$ cat src/klock_pkg.sv
// ----------------------------------------------------------------------------
// klock_pkg
// Shared types and constants of the keypad code lock.
// ----------------------------------------------------------------------------
package klock_pkg;

    // Field widths of the streams and the configuration register.
    localparam int KEY_W    = 8;
    localparam int STATUS_W = 3;
    localparam int LEN_W    = 5;

    // Reset value of the confirm key register (the '#' character).
    localparam logic [KEY_W-1:0] CONFIRM_KEY_RESET = 8'd35;

    // Event kinds carried on the input side.
    typedef enum logic {
        OP_KEY     = 1'b0,
        OP_TIMEOUT = 1'b1
    } opcode_t;

    // Result codes reported for every event.
    typedef enum logic [STATUS_W-1:0] {
        ST_STORED  = 3'd0,
        ST_OPEN    = 3'd1,
        ST_WRONG   = 3'd2,
        ST_UPDATED = 3'd3,
        ST_TIMEOUT = 3'd4,
        ST_FULL    = 3'd5,
        ST_RESTART = 3'd6,
        ST_IGNORED = 3'd7
    } status_t;

    // One result item as it travels from the lock core to the output stage.
    typedef struct packed {
        logic              in_setup;
        logic [LEN_W-1:0]  entry_length;
        status_t           status;
    } result_t;

endpackage

$ cat src/klock_core.sv
// ----------------------------------------------------------------------------
// klock_core
// Lock state, entry and stored code buffers, and the single-pass event logic.
// ----------------------------------------------------------------------------
module klock_core #(
    parameter int MAX_CODE_LEN = 16
) (
    input  logic                          aclk,
    input  logic                          aresetn,
    input  logic                          item_valid,
    input  klock_pkg::opcode_t            opcode,
    input  logic [klock_pkg::KEY_W-1:0]   key_code,
    input  logic [klock_pkg::KEY_W-1:0]   confirm_key,
    output klock_pkg::result_t            result
);

    localparam int CNT_W = $clog2(MAX_CODE_LEN + 1);
    localparam int IDX_W = (MAX_CODE_LEN > 1) ? $clog2(MAX_CODE_LEN) : 1;
    localparam logic [CNT_W-1:0] CNT_MAX = CNT_W'(MAX_CODE_LEN);

    typedef enum logic [1:0] {
        MODE_NORMAL        = 2'd0,
        MODE_SETUP_FIRST   = 2'd1,
        MODE_SETUP_COLLECT = 2'd2,
        MODE_SETUP_CONFIRM = 2'd3
    } mode_t;

    mode_t                       mode_reg, mode_next;
    logic [CNT_W-1:0]            entry_count_reg, entry_count_next;
    logic [CNT_W-1:0]            stored_count_reg, stored_count_next;
    logic [klock_pkg::KEY_W-1:0] entered_code_reg [MAX_CODE_LEN];
    logic [klock_pkg::KEY_W-1:0] stored_code_reg  [MAX_CODE_LEN];

    klock_pkg::status_t          status;
    logic                        is_confirm;
    logic                        is_full;
    logic                        mismatch;
    logic                        codes_match;
    logic                        do_append;
    logic                        do_commit;
    logic [31:0]                 count_ext;

    assign is_confirm = (key_code == confirm_key);
    assign is_full    = (entry_count_reg >= CNT_MAX);

    // Parallel compare of the live part of both buffers.
    always_comb begin
        mismatch = 1'b0;
        for (int i = 0; i < MAX_CODE_LEN; i++) begin
            if ((CNT_W'(i) < entry_count_reg) && (entered_code_reg[i] != stored_code_reg[i])) begin
                mismatch = 1'b1;
            end
        end
        codes_match = (entry_count_reg == stored_count_reg) && !mismatch;
    end

    // Event decode: next mode, next counts and the status code.
    always_comb begin
        mode_next         = mode_reg;
        entry_count_next  = entry_count_reg;
        stored_count_next = stored_count_reg;
        status            = klock_pkg::ST_IGNORED;
        do_append         = 1'b0;
        do_commit         = 1'b0;
        if (opcode == klock_pkg::OP_TIMEOUT) begin
            if (mode_reg == MODE_NORMAL) begin
                entry_count_next = '0;
                status           = klock_pkg::ST_TIMEOUT;
            end
        end else begin
            case (mode_reg)
                MODE_NORMAL: begin
                    if (is_confirm) begin
                        status           = codes_match ? klock_pkg::ST_OPEN
                                                       : klock_pkg::ST_WRONG;
                        entry_count_next = '0;
                    end else if (is_full) begin
                        status = klock_pkg::ST_FULL;
                    end else begin
                        do_append        = 1'b1;
                        entry_count_next = entry_count_reg + 1'b1;
                        status           = klock_pkg::ST_STORED;
                    end
                end
                MODE_SETUP_FIRST: begin
                    entry_count_next = '0;
                    mode_next        = MODE_SETUP_COLLECT;
                end
                MODE_SETUP_COLLECT: begin
                    if (is_confirm) begin
                        mode_next = MODE_SETUP_CONFIRM;
                        status    = klock_pkg::ST_STORED;
                    end else if (is_full) begin
                        status = klock_pkg::ST_FULL;
                    end else begin
                        do_append        = 1'b1;
                        entry_count_next = entry_count_reg + 1'b1;
                        status           = klock_pkg::ST_STORED;
                    end
                end
                default: begin
                    entry_count_next = '0;
                    if (is_confirm) begin
                        do_commit         = 1'b1;
                        stored_count_next = entry_count_reg;
                        mode_next         = MODE_NORMAL;
                        status            = klock_pkg::ST_UPDATED;
                    end else begin
                        mode_next = MODE_SETUP_COLLECT;
                        status    = klock_pkg::ST_RESTART;
                    end
                end
            endcase
        end
    end

    // Result of the current event; the length is reported modulo 32.
    assign count_ext           = 32'(entry_count_next);
    assign result.status       = status;
    assign result.entry_length = count_ext[klock_pkg::LEN_W-1:0];
    assign result.in_setup     = (mode_next != MODE_NORMAL);

    // Control state.
    always_ff @(posedge aclk) begin
        if (!aresetn) begin
            mode_reg         <= MODE_SETUP_FIRST;
            entry_count_reg  <= '0;
            stored_count_reg <= '0;
        end else if (item_valid) begin
            mode_reg         <= mode_next;
            entry_count_reg  <= entry_count_next;
            stored_count_reg <= stored_count_next;
        end
    end

    // Code buffers: append one key, or copy the whole entry on commit.
    always_ff @(posedge aclk) begin
        if (item_valid && do_append) begin
            entered_code_reg[entry_count_reg[IDX_W-1:0]] <= key_code;
        end
        if (item_valid && do_commit) begin
            for (int i = 0; i < MAX_CODE_LEN; i++) begin
                stored_code_reg[i] <= entered_code_reg[i];
            end
        end
    end

endmodule

$ cat src/klock_out.sv
// ----------------------------------------------------------------------------
// klock_out
// Result register with a skid stage on the master stream side.
// ----------------------------------------------------------------------------
module klock_out (
    input  logic               aclk,
    input  logic               aresetn,
    input  logic               push_valid,
    output logic               push_ready,
    input  klock_pkg::result_t push_data,
    output logic               out_valid,
    input  logic               out_ready,
    output klock_pkg::result_t out_data,
    output logic               skid_busy
);

    logic               out_valid_reg;
    klock_pkg::result_t out_data_reg;
    logic               skid_valid_reg;
    klock_pkg::result_t skid_data_reg;
    logic               push;
    logic               out_free;

    assign push_ready = !skid_valid_reg;
    assign push       = push_valid && push_ready;
    assign out_free   = !out_valid_reg || out_ready;

    // The result register refills from the skid stage first, then from a new transaction.
    always_ff @(posedge aclk) begin
        if (!aresetn) begin
            out_valid_reg  <= 1'b0;
            skid_valid_reg <= 1'b0;
        end else if (out_free) begin
            out_valid_reg  <= skid_valid_reg || push;
            skid_valid_reg <= 1'b0;
        end else if (push) begin
            skid_valid_reg <= 1'b1;
        end
    end

    always_ff @(posedge aclk) begin
        if (out_free) begin
            out_data_reg <= skid_valid_reg ? skid_data_reg : push_data;
        end else if (push) begin
            skid_data_reg <= push_data;
        end
    end

    assign out_valid = out_valid_reg;
    assign out_data  = out_data_reg;
    assign skid_busy = skid_valid_reg;

endmodule

$ cat src/keypad_code_lock_unit.sv
// A result is held in the result register, or in the skid stage while stalled.
// Throughput: one event per cycle while the skid stage is empty (single-pass lock logic).
// A skid stage lets one more transaction in while a result waits for m_tready.
// Reset (aresetn low, synchronous) enters setup mode awaiting the first key, clears
// both counts and the output stage, and sets the confirm key to '#'.
// ----------------------------------------------------------------------------
// keypad_code_lock_unit
// Combination lock driven by key presses and inactivity timeout ticks, with
// an APB-style register for the confirm key.
// ----------------------------------------------------------------------------
module keypad_code_lock_unit #(
    parameter int MAX_CODE_LEN = 16
) (
    input  logic        aclk,
    input  logic        aresetn,
    // Input stream
    input  logic        s_tvalid,
    output logic        s_tready,
    input  logic [7:0]  s_tdata,   // [7:0] key_code
    input  logic [0:0]  s_tuser,   // [0] opcode
    // Result stream
    output logic        m_tvalid,
    input  logic        m_tready,
    output logic [15:0] m_tdata,   // [2:0] status, [7:3] entry_length, [8] in_setup
    // Configuration port
    input  logic        psel,
    input  logic        penable,
    input  logic        pwrite,
    input  logic [2:0]  paddr,
    input  logic [31:0] pwdata,
    output logic [31:0] prdata,
    output logic        pready
);

    localparam logic ADDR_CONFIRM_KEY = 1'b0;

    logic [klock_pkg::KEY_W-1:0] confirm_key_reg;
    logic                        cfg_write;
    logic                        item_valid;
    logic                        core_ready;
    logic                        skid_busy;
    klock_pkg::result_t          core_result;
    klock_pkg::result_t          out_result;

    // Configuration register access.
    assign pready    = 1'b1;
    assign cfg_write = psel && penable && pwrite && pready;

    always_ff @(posedge aclk) begin
        if (!aresetn) begin
            confirm_key_reg <= klock_pkg::CONFIRM_KEY_RESET;
        end else if (cfg_write && (paddr[2] == ADDR_CONFIRM_KEY)) begin
            confirm_key_reg <= pwdata[klock_pkg::KEY_W-1:0];
        end
    end

    assign prdata = (paddr[2] == ADDR_CONFIRM_KEY) ? 32'(confirm_key_reg) : 32'd0;

    // Input transaction.
    assign s_tready   = core_ready;
    assign item_valid = s_tvalid && s_tready;

    klock_core #(
        .MAX_CODE_LEN (MAX_CODE_LEN)
    ) u_core (
        .aclk        (aclk),
        .aresetn     (aresetn),
        .item_valid  (item_valid),
        .opcode      (klock_pkg::opcode_t'(s_tuser[0])),
        .key_code    (s_tdata[klock_pkg::KEY_W-1:0]),
        .confirm_key (confirm_key_reg),
        .result      (core_result)
    );

    klock_out u_out (
        .aclk       (aclk),
        .aresetn    (aresetn),
        .push_valid (s_tvalid),
        .push_ready (core_ready),
        .push_data  (core_result),
        .out_valid  (m_tvalid),
        .out_ready  (m_tready),
        .out_data   (out_result),
        .skid_busy  (skid_busy)
    );

    assign m_tdata = {7'd0, out_result.in_setup, out_result.entry_length, out_result.status};

`ifndef SYNTH
    // The skid stage only holds a result while the result register is full.
    a_skid_behind_out: assert property (@(posedge aclk) disable iff (!aresetn)
        skid_busy |-> m_tvalid)
        else $error("skid stage valid while result register empty");

    // A stalled result with a full skid stage blocks the input side.
    a_full_blocks_input: assert property (@(posedge aclk) disable iff (!aresetn)
        (m_tvalid && !m_tready && skid_busy) |-> !s_tready)
        else $error("input accepted with both output stages full");

    // A committed code leaves setup mode with an empty entry.
    a_commit_result: assert property (@(posedge aclk) disable iff (!aresetn)
        (item_valid && (core_result.status == klock_pkg::ST_UPDATED))
            |-> (!core_result.in_setup && (core_result.entry_length == '0)))
        else $error("code update did not return to normal mode");

    // Compare and timeout results always clear the entry in normal mode.
    a_clear_result: assert property (@(posedge aclk) disable iff (!aresetn)
        (item_valid && ((core_result.status == klock_pkg::ST_OPEN)
                     || (core_result.status == klock_pkg::ST_WRONG)
                     || (core_result.status == klock_pkg::ST_TIMEOUT)))
            |-> (!core_result.in_setup && (core_result.entry_length == '0)))
        else $error("compare or timeout left a non-empty entry");
`endif

endmodule

$ cat config.mk
export PLATFORM = sky130hd
export DESIGN_NAME = keypad_code_lock_unit
export DESIGN_NICKNAME = d
export VERILOG_FILES = /design/src/klock_pkg.sv /design/src/klock_core.sv /design/src/klock_out.sv /design/src/keypad_code_lock_unit.sv
export SDC_FILE = /design/constraint.sdc
export NUM_CORES = 1
export LEC_CHECK = 0
export ABC_AREA = 1
export BUFFER_PORTS_ARGS = -buffer_cell sky130_fd_sc_hd__buf_2
export CAP_MARGIN = 20
export CORE_ASPECT_RATIO = 0.9
export CORE_MARGIN = 5
export CORE_UTILIZATION = 64
export CTS_BUF_LIST = sky130_fd_sc_hd__clkbuf_16
export DETAILED_ROUTE_END_ITERATION = 12
export GPL_TIMING_DRIVEN = 0
export PLACE_DENSITY = 0.87
export SKIP_CTS_REPAIR_TIMING = 1
export SYNTH_ARGS = -nofsm -noshare
export SYNTH_HDL_FRONTEND = slang
export SYNTH_SLANG_ARGS = --single-unit
$ cat constraint.sdc
create_clock -name aclk -period 7.8 [get_ports aclk]
set_input_delay 1.56 -clock aclk [delete_from_list [all_inputs] [get_ports aclk]]
set_output_delay 1.56 -clock aclk [all_outputs]
set_load 0.02 [all_outputs]
; Word level (Yosys, flattened, before mapping)
; Memory sizes are Yosys's and may differ from the RTL's.
; Cells that the tools add are included.
[totals]
mem_count = 2
reg_bits = 40
output_inout_bits = 51
in_bits = 51
word_cells = 139
ram_bits = 256
[classes]
n_eq_ne = 20
n_lt_le_gt_ge = 17
mux = 47
bitwise = 5
reduce_logical = 35
add_sub_neg = 1
[mem_list]
columns = name, depth, width, read_ports, rd_clocked_by_memory_dff, write_ports, line_no
row1 = u_core.entered_code_reg, 16, 8, 16, 0, 1, klock_core.sv:31  ; logic [klock_pkg::KEY_W-1:0] entered_code_reg [MAX_CODE_LEN];
row2 = u_core.stored_code_reg, 16, 8, 16, 0, 16, klock_core.sv:32  ; logic [klock_pkg::KEY_W-1:0] stored_code_reg [MAX_CODE_LEN];
[op_table]
columns = operator, count
row1 = 8-bit inequality test, 16
row2 = "4-bit by 5-bit < comparator with 1-bit output, first input constant", 8
row3 = 1-bit 2-to-1 mux, 27
row4 = 5-bit 2-to-1 mux, 5
row5 = 1-bit logical AND, 23
row6 = "3-bit by 5-bit < comparator with 1-bit output, first input constant", 4
row7 = 3-bit 2-to-1 mux, 5
row8 = "1-bit by 5-bit < comparator with 1-bit output, first input constant", 2
row9 = "2-bit by 5-bit < comparator with 1-bit output, first input constant", 2
row10 = 2-bit 2-to-1 mux, 5
row11 = 5-bit case mux with 2 select lines, 1
row12 = 9-bit 2-to-1 mux, 1
row13 = 3-bit case mux with 3 select lines, 1
row14 = 8-bit == test, 1
row15 = 8-bit 2-to-1 mux, 1
row16 = 2-bit case mux with 3 select lines, 1
row17 = "5-bit by 1-bit adder with 5-bit output, second input constant", 1
row18 = 5-bit == test, 1
row19 = "5-bit >= comparator, second input constant", 1
row20 = 1-bit inverter, 5
row21 = 4-bit AND reduction, 1
row22 = 2-bit OR reduction, 2
row23 = 1-bit logical NOT, 3
row24 = 3-bit OR reduction, 1
row25 = 6 further kinds, 7

; Depth between registers and ports, before layout
; An unclocked memory read counts as a cell.
[logic_depth]
word_depth = 26
ltp_mapped = 19
depth_no_buf = 19

; Modules after synthesis
; Synthesis repeated with hierarchy kept, for this count alone.
[unflattened]
cells_unflattened = 988
hier_area_um2 = 12334.3
[modules_own_cells]
columns = module, instances, cells_each, seq_area_each_um2, area_each_um2
row1 = klock_core, 1, 825, 7927.6, 10882.9
row2 = klock_out, 1, 59, 580.6, 744.5
row3 = keypad_code_lock_unit, 1, 104, 160.2, 706.9

; Worst setup path after synthesis
; No wires, ideal clock.
[synth_path]
kind = input to register
start = input s_tdata[7]
end = memory u_core.stored_code_reg[0][0] (netlist name) (enable)
setup_ps = 399
t_arrival_ps = 3269
setup_slack_ps = 4132
n_path_buf = 1
cell_stages = 5
required_ps = 7401
path_cell_list = xor2_1 > nor4_4 > nand2_4 > nor3_2 > buf_4
[synth_lines]
columns = element, line_no
row1 = start: declaration, keypad_code_lock_unit.sv:19  ; input logic [7:0] s_tdata,
row2 = end: declaration, klock_core.sv:32

; Worst setup path after layout
[layout_path]
start = input s_tdata[7]
end = register u_core.stored_count_reg[0]
[layout_via]
elab_chain_cells = 2
[layout_lines]
columns = element, line_no
row1 = 8-bit == test, klock_core.sv:43  ; assign is_confirm = (key_code == confirm_key);
row2 = 4-bit AND reduction (no line), -
row3 = end signal: assignment, klock_core.sv:132  ; stored_count_reg <= stored_count_next;
row4 = end: declaration, klock_core.sv:30  ; logic [CNT_W-1:0] stored_count_reg, stored_count_next;
; Every way passes these cells.
; A chain may end at the register's enable or synchronous reset.

==> out/summary.txt <==
Outcome -> completed
CTS tree -> yes
Max-slew violation count -> 0
Sinks on the clock net -> 296
Critical-path cell list -> buf_2, xor2_1, nor4_4, nand2_4, nor3_2, buf_6, buf_16, o21ai_0, a21oi_1
Routed wire per std cell -> 17.6 um
Count of input and output buffers -> 41
GR Overflow Total -> 0
Row cnt -> 48
Total die area -> 22,000 um^2
TritonCTS buffer count -> 29
WP data arrival -> 4.20 ns
Sequential share of power -> 0.535
Final #Nets -> 1,132
Setup Viol. Count Final -> 0
Synth area leaders -> edfxtp_1, nand2_1, xnor2_1
Post-Place Worst Slack -> 3.59 ns
Cell Pwr Density -> 235 nW/um^2
Syn Area/Cell -> 12.6 um^2
Slowest cell on crit path -> buf_2
Endpoints failing hold -> 0
Final worst slack -> 4.05 ns
First-pass GRT wire length -> 37,500 um
Metal2 WL -> 11,800 um
Detail Route Antenna Nets -> 0
Post-synth top flop -> edfxtp_1
Area Overhead vs Synth -> 13.0%
Worst-path maximum fanout -> 94
Mapped cell area -> 12,300 um^2
Final Non-Filler Cells -> 1,345
Share of cells above drive strength 1 -> 0.134
Die H -> 141 um
Initial Util -> 0.646
Worst slew pin tran -> 0.770 ns
Clock share of power -> 0.416
DRT Pass-1 Iters -> 6
Synthesized netlist cell count -> 970
Antenna violations before repair -> 1
Hold WS -> 0.454 ns
HPWL Detailed -> 14,700 um
Leak pwr -> 5.28 nW
Yosys warns -> 0
Core area -> 19,000 um^2
Final WL -> 23,600 um
Switching power -> 672 uW
Wl on met1 -> 9080 um
Crit Path Class -> primary input to register
Drt drc -> 0
Drt initial violations -> 691
DR top layer -> met4
CP Capture Type -> register
Power share of the combinational group -> 0.049
Total negative slack -> 0 ns
Largest net degree at the start of global routing -> 95
Peak Freq -> 0.267 GHz
Die X -> 156 um
Post-synth top area share -> 0.671
CP delay by family, top -> buffers and inverters
WP data required -> 8.25 ns
RSZ-0062 raised after global routing -> false
Via/cell ratio -> 5.36
Dpl cells -> 1,292
Ys async rst share -> 0
Register bit count reported by yosys -> 296
Buf/Inv on CP -> 3
Final GP Congestion -> 0.911
GR Util All Layers -> 0.217
Clk root buf -> clkbuf_16
Top-level I/O count -> 102
Filler cells -> 1,159
Tcrit/Tclk final -> 0.481
Minimum clock period -> 3.75 ns
Slew headroom -> 0.485
Vias in the first global route -> 7,350
Post-synth top area cell -> edfxtp_1
Sw frac -> 0.206
Clock-pin slew on the worst setup and hold paths -> 0.06 ns
CP Launch Type -> primary input
Post-synth EDFFs -> 274
Vias -> 7,204
CP peak stage delay -> 0.45 ns
CTS max path bufs -> 3
Register area share after synthesis -> 0.707
WL met3 -> 2100 um
Clk Latency, worst-skew pair -> 0.54 ns
MaxCap Viol Count -> 0
Post-Route Skew -> 0.0134 ns
Synth cell types -> 38
Antenna cells -> 0
Internal power -> 2.59 mW
VDD IR max -> 0.000208 V
H-tree level count -> 1
Worst Hold Class -> register to register
==> power by group through the flow <==
stage,logic [mW],registers [mW],clock network [mW]
final,0.161,1.74,1.35
after global routing,0.173,1.74,1.45
after CTS,0.157,1.74,1.37
after detailed placement,0.155,1.78,0
after global placement,0.151,1.78,0
after floorplan,0.0966,1.78,0
==> final cells by class <==
| class | instances | area (um^2) | share of cell area |
|---|---|---|---|
| Sequential cell | 296 | 8670 | 0.626 |
| Multi-Input combinational cell | 558 | 2980 | 0.215 |
| Clock buffer | 29 | 726 | 0.0524 |
| Inverter | 102 | 394 | 0.0285 |
| Buffer | 44 | 328 | 0.0237 |
| Tap cell | 250 | 313 | 0.0226 |
| Timing Repair Buffer | 42 | 233 | 0.0168 |
| Clock inverter | 24 | 201 | 0.0146 |
==> kinds of logic (layout without fill, tap and decap cells) <==
logic type / after synthesis / count (layout) / share of synthesized area
and+or+nand+nor: 340 / 340 / 0.116
DFF: 296 / 296 / 0.707
buffers and inverters: 146 / 241 / 0.0586
xor gates and xnor gates: 109 / 109 / 0.0779
AOI/OAI and AO/OA: 69 / 69 / 0.0319
adders and majority gates: 8 / 8 / 0.00817
other: 2 / 32 / 0.000613
==> cell usage in the layout, fill, tap and decap left out, types with 9 or more instances in the layout <==
cell type | netlist | routed
a21oi_1 | 21 | 21
xnor2_1 | 91 | 91
buf_2 | 1 | 42
conb_1 | 2 | 32
xor2_1 | 18 | 18
inv_1 | 94 | 100
edfxtp_1 | 274 | 274
dfxtp_1 | 22 | 22
clkinv_1 | 1 | 10
o21ai_0 | 22 | 22
clkbuf_16 | 0 | 29
nor2_1 | 84 | 84
nand3_1 | 12 | 12
o21ai_1 | 9 | 9
nand2_1 | 214 | 214
buf_4 | 34 | 33
==> routing by layer <==
| layer | vias up | GRT usage |
|---|---|---|
| li1 | 3386 | - |
| met1 | 3411 | 0.279 |
| met2 | 342 | 0.370 |
| met4 | 0 | 0.0760 |
| met5 | - | 0 |
| met3 | 65 | 0.0442 |
==> cell usage after synthesis, types with 5 or more instances <==
cell / count
edfxtp_1: 274
nand2_1: 214
inv_1: 94
xnor2_1: 91
nor2_1: 84
buf_4: 34
dfxtp_1: 22
o21ai_0: 22
a21oi_1: 21
xor2_1: 18
nand3_1: 12
o21ai_1: 9
ha_1: 8
nand4_1: 8
a31oi_1: 6
clkbuf_1: 5
o211ai_1: 5
==> worst reg2reg max path, cell delays in order, from the launching register on <==
cell      delay [ns]
dfxtp_1         0.30
clkbuf_1        0.19
nor2_1          0.14
inv_1           0.11
nor2_1          0.24
inv_1           0.16
nor4_4          0.34
nand2_1         0.30
nor2_1          0.62
==> through the flow <==
step	util	total power [mW]	area (um^2)
3_5_place_dp	0.681	1.93	12900
5_1_grt	0.729	3.37	13800
6_report	0.729	3.26	13800
2_1_floorplan	-	1.88	12400
3_3_place_gp	0.679	1.93	12900
4_1_cts	0.729	3.28	13800
==> final timing paths <==
| kind | endpoint | slack, ns | depth (start not counted) | start |
|---|---|---|---|---|
| worst min-delay path | u_core.stored_code_reg[1][30] | 0.45 | 0 | u_core.entered_code_reg[11][6] |
| worst max register to register | u_core.entered_code_reg[5][5] | 5.03 | 8 | u_out.skid_busy |
| worst max-delay path | u_core.stored_count_reg[0] | 4.05 | 9 | s_tdata[7] |
| worst min register to register | u_core.stored_code_reg[1][30] | 0.45 | 0 | u_core.entered_code_reg[11][6] |
Power figures use the tool's default switching activity.
